==> src/hw/rtl/lrutc_pkg.sv <==
package lrutc_pkg;

    // Table geometry.
    localparam int WAYS     = 8;
    localparam int KEY_BITS = 64;
    localparam int IDX_W    = (WAYS > 1) ? $clog2(WAYS) : 1;

    // Field widths of one input word and one result word.
    localparam int KEY_W    = 64;
    localparam int STAMP_W  = 32;
    localparam int SLOT_W   = 3;
    localparam int USE_W    = 32;

    // Stream bus widths.
    localparam int S_TDATA_W = 96;
    localparam int S_TUSER_W = 2;
    localparam int M_TDATA_W = 8;

    // Item kinds.
    localparam logic KIND_LOOKUP = 1'b0;
    localparam logic KIND_CLEAR  = 1'b1;

    typedef logic [IDX_W-1:0] idx_t;

    // One request as held in the input register.
    typedef struct packed {
        logic               kind;
        logic               key_empty;
        logic [KEY_W-1:0]   key;
        logic [STAMP_W-1:0] mod_stamp;
    } lrutc_req_t;

    // One result word.
    typedef struct packed {
        logic              no_entry;
        logic              evicted;
        logic              fill;
        logic              stale;
        logic              hit;
        logic [SLOT_W-1:0] slot;
    } lrutc_res_t;

endpackage

==> src/hw/rtl/lrutc_table.sv <==
module lrutc_table (
    input  logic                 aclk,
    input  logic                 aresetn,
    input  logic                 step,
    input  lrutc_pkg::lrutc_req_t req,
    output lrutc_pkg::lrutc_res_t res
);

    localparam int LEAVES = 1 << lrutc_pkg::IDX_W;

    // Table state.
    logic [lrutc_pkg::WAYS-1:0]      entry_valid_reg;
    logic [lrutc_pkg::KEY_BITS-1:0]  entry_key_reg   [lrutc_pkg::WAYS];
    logic [lrutc_pkg::STAMP_W-1:0]   entry_stamp_reg [lrutc_pkg::WAYS];
    logic [lrutc_pkg::USE_W-1:0]     entry_use_reg   [lrutc_pkg::WAYS];
    logic [lrutc_pkg::USE_W-1:0]     use_clock_reg;
    logic [lrutc_pkg::USE_W-1:0]     use_clock_next;

    logic [lrutc_pkg::KEY_BITS-1:0]  key_cmp;
    logic [lrutc_pkg::WAYS-1:0]      match;
    logic [lrutc_pkg::WAYS-1:0]      stamp_diff;
    logic                            hit_any;
    logic                            free_any;
    logic                            stale;
    lrutc_pkg::idx_t                 hit_idx;
    lrutc_pkg::idx_t                 free_idx;
    lrutc_pkg::idx_t                 sel_idx;
    logic                            is_lookup;

    // Minimum-use tournament tree, heap ordered, leaves at LEAVES..2*LEAVES-1.
    logic [lrutc_pkg::USE_W-1:0]     node_use [2*LEAVES];
    lrutc_pkg::idx_t                 node_idx [2*LEAVES];
    logic                            node_ok  [2*LEAVES];

    assign key_cmp   = req.key[lrutc_pkg::KEY_BITS-1:0];
    assign is_lookup = (req.kind == lrutc_pkg::KIND_LOOKUP) && !req.key_empty;

    // Parallel tag compare against every valid entry.
    always_comb begin
        for (int i = 0; i < lrutc_pkg::WAYS; i++) begin
            match[i]      = entry_valid_reg[i] && (entry_key_reg[i] == key_cmp);
            stamp_diff[i] = entry_stamp_reg[i] != req.mod_stamp;
        end
    end

    assign hit_any  = |match;
    assign free_any = ~&entry_valid_reg;
    assign stale    = |(match & stamp_diff);

    // Lowest matching entry and lowest empty entry.
    always_comb begin
        hit_idx  = '0;
        free_idx = '0;
        for (int i = lrutc_pkg::WAYS - 1; i >= 0; i--) begin
            if (match[i]) begin
                hit_idx = lrutc_pkg::IDX_W'(i);
            end
            if (!entry_valid_reg[i]) begin
                free_idx = lrutc_pkg::IDX_W'(i);
            end
        end
    end

    // Oldest use stamp; the left (lower index) side wins a tie.
    always_comb begin
        for (int i = 0; i < 2 * LEAVES; i++) begin
            node_use[i] = '0;
            node_idx[i] = '0;
            node_ok[i]  = 1'b0;
        end
        for (int i = 0; i < LEAVES; i++) begin
            node_idx[LEAVES + i] = lrutc_pkg::IDX_W'(i);
            if (i < lrutc_pkg::WAYS) begin
                node_use[LEAVES + i] = entry_use_reg[i];
                node_ok[LEAVES + i]  = 1'b1;
            end
        end
        for (int n = LEAVES - 1; n >= 1; n--) begin
            if (node_ok[2*n+1] &&
                (!node_ok[2*n] || (node_use[2*n+1] < node_use[2*n]))) begin
                node_use[n] = node_use[2*n+1];
                node_idx[n] = node_idx[2*n+1];
                node_ok[n]  = 1'b1;
            end else begin
                node_use[n] = node_use[2*n];
                node_idx[n] = node_idx[2*n];
                node_ok[n]  = node_ok[2*n];
            end
        end
    end

    // Slot that serves the lookup.
    always_comb begin
        priority if (hit_any) begin
            sel_idx = hit_idx;
        end else if (free_any) begin
            sel_idx = free_idx;
        end else begin
            sel_idx = node_idx[1];
        end
    end

    assign use_clock_next = use_clock_reg + lrutc_pkg::USE_W'(1);

    // Result word.
    always_comb begin
        res = '0;
        if (is_lookup) begin
            res.slot    = lrutc_pkg::SLOT_W'(sel_idx);
            res.hit     = hit_any;
            res.stale   = hit_any && stale;
            res.fill    = !hit_any;
            res.evicted = !hit_any && !free_any;
        end else begin
            res.no_entry = 1'b1;
        end
    end

    // Valid bits, use stamps and the use clock.
    always_ff @(posedge aclk) begin
        if (!aresetn) begin
            entry_valid_reg <= '0;
            use_clock_reg   <= '0;
            for (int i = 0; i < lrutc_pkg::WAYS; i++) begin
                entry_use_reg[i] <= '0;
            end
        end else if (step) begin
            if (req.kind == lrutc_pkg::KIND_CLEAR) begin
                entry_valid_reg <= '0;
                for (int i = 0; i < lrutc_pkg::WAYS; i++) begin
                    entry_use_reg[i] <= '0;
                end
            end else if (!req.key_empty) begin
                use_clock_reg          <= use_clock_next;
                entry_use_reg[sel_idx] <= use_clock_next;
                entry_valid_reg[sel_idx] <= 1'b1;
            end
        end
    end

    // Tags and modification stamps; a hit rewrites the stamp with the new value.
    always_ff @(posedge aclk) begin
        if (step && is_lookup) begin
            entry_stamp_reg[sel_idx] <= req.mod_stamp;
            if (!hit_any) begin
                entry_key_reg[sel_idx] <= key_cmp;
            end
        end
    end

    // A lookup never reports both a hit and a fill.
    assert property (@(posedge aclk) disable iff (!aresetn)
        step |-> !(res.hit && res.fill))
        else $error("hit and fill reported together");

    // Eviction only happens when every entry was valid.
    assert property (@(posedge aclk) disable iff (!aresetn)
        (step && res.evicted) |-> (&entry_valid_reg))
        else $error("eviction while an empty entry existed");

    // A served lookup advances the use clock by exactly one.
    assert property (@(posedge aclk) disable iff (!aresetn)
        (step && is_lookup) |=> (use_clock_reg == $past(use_clock_reg) + 32'd1))
        else $error("use clock did not advance by one");

    // A clear empties the table and keeps the use clock.
    assert property (@(posedge aclk) disable iff (!aresetn)
        (step && req.kind == lrutc_pkg::KIND_CLEAR) |=>
            (entry_valid_reg == '0 && use_clock_reg == $past(use_clock_reg)))
        else $error("clear left valid entries or moved the use clock");

endmodule

==> src/hw/rtl/lru_tag_cache_with_stamp_check_top.sv <==
// An accepted word is held in the input register and reaches m_tdata through the result register.
// Throughput: one word per cycle unless back pressure on m_ stalls it; the tag compare, the
// oldest-entry tree and the table update all complete between the input and the result register.
// Back pressure on m_ stalls the input register, which then holds s_tready low.
// Reset (aresetn low, synchronous) empties the table, zeroes the use stamps and the use clock;
// there is no clearing pass, the block takes words right after reset.
module lru_tag_cache_with_stamp_check_top (
    input  logic                              aclk,
    input  logic                              aresetn,
    input  logic                              s_tvalid,
    output logic                              s_tready,
    // Bits from low: key[63:0], mod_stamp[95:64].
    input  logic [lrutc_pkg::S_TDATA_W-1:0]   s_tdata,
    // Bits from low: kind[0], key_empty[1].
    input  logic [lrutc_pkg::S_TUSER_W-1:0]   s_tuser,
    output logic                              m_tvalid,
    input  logic                              m_tready,
    // Bits from low: slot[2:0], hit[3], stale[4], fill[5], evicted[6], no_entry[7].
    output logic [lrutc_pkg::M_TDATA_W-1:0]   m_tdata
);

    logic                  in_valid_reg;
    logic                  in_valid_next;
    lrutc_pkg::lrutc_req_t in_req_reg;
    logic                  out_valid_reg;
    logic                  out_valid_next;
    lrutc_pkg::lrutc_res_t out_res_reg;
    lrutc_pkg::lrutc_res_t res;
    logic                  out_free;
    logic                  step;
    logic                  s_take;

    // The result register can take a word when empty or being drained.
    assign out_free = !out_valid_reg || m_tready;
    assign step     = in_valid_reg && out_free;
    assign s_tready = !in_valid_reg || out_free;
    assign s_take   = s_tvalid && s_tready;

    assign in_valid_next  = s_take ? 1'b1 : (step ? 1'b0 : in_valid_reg);
    assign out_valid_next = step ? 1'b1 : (m_tready ? 1'b0 : out_valid_reg);

    // Input register.
    always_ff @(posedge aclk) begin
        if (!aresetn) begin
            in_valid_reg <= 1'b0;
        end else begin
            in_valid_reg <= in_valid_next;
        end
    end

    always_ff @(posedge aclk) begin
        if (s_take) begin
            in_req_reg.kind      <= s_tuser[0];
            in_req_reg.key_empty <= s_tuser[1];
            in_req_reg.key       <= s_tdata[lrutc_pkg::KEY_W-1:0];
            in_req_reg.mod_stamp <= s_tdata[lrutc_pkg::KEY_W +: lrutc_pkg::STAMP_W];
        end
    end

    // Tag table with lookup and replacement.
    lrutc_table u_table (
        .aclk    (aclk),
        .aresetn (aresetn),
        .step    (step),
        .req     (in_req_reg),
        .res     (res)
    );

    // Result register.
    always_ff @(posedge aclk) begin
        if (!aresetn) begin
            out_valid_reg <= 1'b0;
        end else begin
            out_valid_reg <= out_valid_next;
        end
    end

    always_ff @(posedge aclk) begin
        if (step) begin
            out_res_reg <= res;
        end
    end

    assign m_tvalid = out_valid_reg;
    assign m_tdata  = out_res_reg;

endmodule

==> config.mk <==
export PLATFORM = sky130hd
export DESIGN_NAME = lru_tag_cache_with_stamp_check_top
export DESIGN_NICKNAME = d
export VERILOG_FILES = /design/src/hw/rtl/lrutc_pkg.sv /design/src/hw/rtl/lrutc_table.sv /design/src/hw/rtl/lru_tag_cache_with_stamp_check_top.sv
export SDC_FILE = /design/constraint.sdc
export NUM_CORES = 2
export LEC_CHECK = 0
export BUFFER_PORTS_ARGS = -buffer_cell sky130_fd_sc_hd__buf_2
export CELL_PAD_IN_SITES_DETAIL_PLACEMENT = 2
export CELL_PAD_IN_SITES_GLOBAL_PLACEMENT = 2
export CORE_ASPECT_RATIO = 1.5
export CORE_UTILIZATION = 45
export DETAILED_ROUTE_END_ITERATION = 8
export HOLD_SLACK_MARGIN = 0.03
export PLACE_DENSITY = 0.91
export SLEW_MARGIN = 20
export SYNTH_ARGS = -nofsm -noshare
export SYNTH_HDL_FRONTEND = slang
export SYNTH_HIERARCHICAL = 1
export SYNTH_SLANG_ARGS = --single-unit
==> constraint.sdc <==
create_clock -name aclk -period 12.9 [get_ports aclk]
set_input_delay 1.935 -clock aclk [delete_from_list [all_inputs] [get_ports aclk]]
set_output_delay 1.935 -clock aclk [all_outputs]
set_load 0.05 [all_outputs]
==> results.py <==
metrics = {
    "critical_path": {
        "cp.required_ns": 13.35,
        "worst-path-max-fanout": 65,
        "reg2reg_slack_ns": 0.14,
        "slowest_stage": "a221oi_1",
        "arrival_ns": 13.21,
        "cpLargestDelayFamily": "compound AO/OA/AOI/OAI gates",
        "r2r_cells": 32,
        "timing.critical_path.to_type": "flip-flop",
        "critical_path_class": "reg -> reg",
        "r2r-end": "u_table/entry_use_reg[3][10]",
        "crit_start": "u_table/entry_use_reg[0][25]",
        "startpoint_type": "flip-flop",
        "cpPeakStageDelay_ns": 1.10,
        "worstReg2RegStart": "u_table/entry_use_reg[0][25]",
        "cp_num_buf_inv": 4,
    },
    "sta": {
        "post-route-period-util_pct": 98.90,
        "report.final.slew_viol_count": 4,
        "setup_viol": 0,
        "final.min_clock_period_ns": 12.76,
        "max_freq_mhz": 78.38,
        "finalHoldViolCount": 0,
        "clock_skew_ns": 0.09162,
        "fin_ws_ns": 0.1415,
        "tightest_slew_ns": 2.090,
        "relSlewSlack_pct": -40.63,
        "rsz0062_at_grt": "no",
        "tns_ns": 0,
    },
    "global_routing": {
        "track_usage_pct": 41.38,
        "gr-usage-met2_pct": 66.95,
        "met3_usage_pct": 11.12,
        "antenna_found_initial": 35,
        "grt_overflow_total": 0,
        "grt_pass1_wl_mm": 372.1,
        "first_global_vias": 48220,
        "grt_max_degree": 93,
        "grt.busiest_layer": "met2",
        "use_met1_pct": 44.23,
    },
    "final_layout": {
        "final_cells": 6303,
        "layout-drive-gt1-share_pct": 11.47,
        "final_util_pct": 50.92,
        "largest_reg_flops": 512,
        "final_nets": 4900,
        "area_growth_syn_to_layout_pct": 12.44,
        "design_area_sq_um": 63720,
    },
    "synthesis": {
        "synthArstFlopShare_pct": 0,
        "yosys.cell_count.top_type": "edfxtp_1",
        "syn-num-nets": 4740,
        "synth_cells": 4420,
        "yosys.area.top_type": "edfxtp_1",
        "avgSynthCellArea_sq_um": 12.82,
        "synth_ff_type": "edfxtp_1",
        "synth_cell_types": 83,
        "synth_edf_count": 1130,
        "seq_area_frac_synth_pct": 61.36,
        "synth.cell_area_sq_um": 56670,
        "netlist.area_leader.share_pct": 59.88,
        "ys_ff_latch": 1172,
        "synthTopCellsByCount": "edfxtp_1 (1130), xor2_1 (393), xnor2_1 (316)",
        "ys_warn_count": 6,
        "synthTopCellsByArea": "edfxtp_1 (60%), xor2_1 (6.1%), xnor2_1 (4.9%), ha_1 (4.8%), nand4_1 (2.4%)",
    },
    "cts": {
        "clk_pin_slew_ns": 0.08,
        "h-tree-depth": 3,
        "cts_setup_buffers": 0,
        "cts_buffers": 110,
        "ctsRootBufferMaster": "clkbuf_16",
        "cts_tree": "done",
        "clockBufferDepth": 3,
        "clock_latency_ns": 0.84,
        "cts_sinks": 1172,
    },
    "detailed_routing": {
        "via_per_inst": 7.429,
        "vias": 46830,
        "first_pass_iters": 8,
        "postRouteAntennaNets": 0,
        "wl_per_cell_microns": 47.28,
        "routed_wl_mm": 298.0,
        "drtIter0Drc": 7060,
        "drc": 0,
    },
    "pwr": {
        "power_frac_clock_pct": 39.6,
        "p_per_area_nw_per_um2": 145.8,
        "combinationalPowerShare_pct": 13.7,
        "p_int_w": 0.006461,
        "leakagePower_nw": 21.80,
        "switching_share_pct": 30.45,
        "sequentialPowerShare_pct": 46.7,
        "p_switching_w": 0.002829,
        "ir_drop_v": 0.0001845,
    },
    "worst_hold_path": {
        "min_path_cells": 2,
        "min_from": "u_table/use_clock_reg[3]",
        "worstHoldPathType": "reg -> reg",
        "holdPathEnd": "u_table/use_clock_reg[3]",
    },
    "floorplanning": {
        "rows": 159,
        "start_util_pct": 45.29,
        "fp.dieArea_sq_um": 127400,
        "fp.dieW_microns": 291.7,
        "io_pins": 112,
        "core-area_sq_um": 125100,
        "die_h_microns": 436.6,
    },
    "placement": {
        "hpwl_mm": 152.1,
        "placed_area_sq_um": 59680,
        "dp_slack_ns": 1.832,
        "portBuffers": 111,
        "place_congestion": 0.9087,
        "place_inst": 6065,
    },
    "status": {
        "violations": "capacitance limit, slew limit",
        "outcome": "finished, violations left",
    },
    "run": {
        "drv_cap": 2,
    },
}
layer usage:
metal	routed length (microns)	vias up
met5	205	-
met3	39270	2159
li1	-	16740
met4	35990	32
met1	90920	22990
met2	131700	4908
worst max path at each step:
stage / to / slack [ns] / cells after the start
2_1_floorplan: u_table/entry_key_reg[0][0] / 1.19 / 32
3_3_place_gp: u_table/entry_use_reg[6][14] / 2.42 / 30
3_5_place_dp: u_table/entry_stamp_reg[0][29] / 1.83 / 32
4_1_cts: u_table/entry_use_reg[3][24] / 1.13 / 31
5_1_grt: u_table/entry_use_reg[3][29] / 0.32 / 31
6_report: u_table/entry_use_reg[3][10] / 0.14 / 32
cell usage in the layout, fill, tap and decap left out, types with 11 or more instances in the layout:
cell type  instances
nand2_1          156
edfxtp_1        1130
nor4_1           168
nor2b_1           72
mux2i_1           64
a21o_1            22
clkinv_1          16
o22ai_1           11
xor2_1           391
a21oi_1          144
or3_1             12
o21ai_0          120
and4_1            12
clkinv_2          25
a2111oi_0         16
nor3_2            35
nand3_1           78
nor2_1           145
dfxtp_1           42
nand4_1          216
buf_4            128
diode_2           20
nand2b_1         124
xnor2_1          309
ha_1             218
o31ai_1           34
inv_1            218
clkbuf_1          17
nor3_1           260
nor2_4            13
clkbuf_16        112
buf_2            111
o2111ai_1         18
cells by family after synthesis:
logic type / synth area share [%]
and+or+nand+nor: 13.28
DFF: 61.36
xor gates and xnor gates: 10.99
AOI/OAI and AO/OA: 5.233
buffers and inverters: 3.153
adders and majority gates: 4.813
muxes: 1.175
layout make-up:
class | instances | area [sq um]
Sequential cell | 1172 | 34770
Antenna cell | 20 | 50.05
Clock buffer | 136 | 2963
Inverter | 220 | 825.8
Timing Repair Buffer | 256 | 1876
Clock inverter | 69 | 685.7
Multi-Input combinational cell | 2820 | 20530
Fill cell | 11620 | 61420
Tap cell | 1610 | 2014
tightest hold or removal path, delay by kind of cell (launching register included):
family          cells  cell delay (ns)
flops               1             0.37
compound gates      2             0.20
power by group through the flow:
| stage | Clock, W | Sequential (W) | Combinational (W) |
|---|---|---|---|
| 2_1_floorplan | 0 | 0.00438 | 0.000646 |
| 3_3_place_gp | 0 | 0.00439 | 0.000955 |
| 3_5_place_dp | 0 | 0.00441 | 0.00106 |
| 4_1_cts | 0.00355 | 0.00433 | 0.00115 |
| 5_1_grt | 0.00375 | 0.00433 | 0.00128 |
| 6_report | 0.00368 | 0.00433 | 0.00127 |
stage by stage:
step	hold WS [ns]	total power, W
after floorplan	0.4581	0.005022
after global placement	0.4666	0.005346
after detailed placement	0.5076	0.005465
after CTS	0.5863	0.009028
after global routing	0.6190	0.009369
final	0.6132	0.009290
what timing repair did:
action,4_1_cts,5_1_grt
hold buffers,0,0
resized for setup,0,1
setup endpoints to repair,0,1
Note: power is estimated with default switching activity, not from simulation.
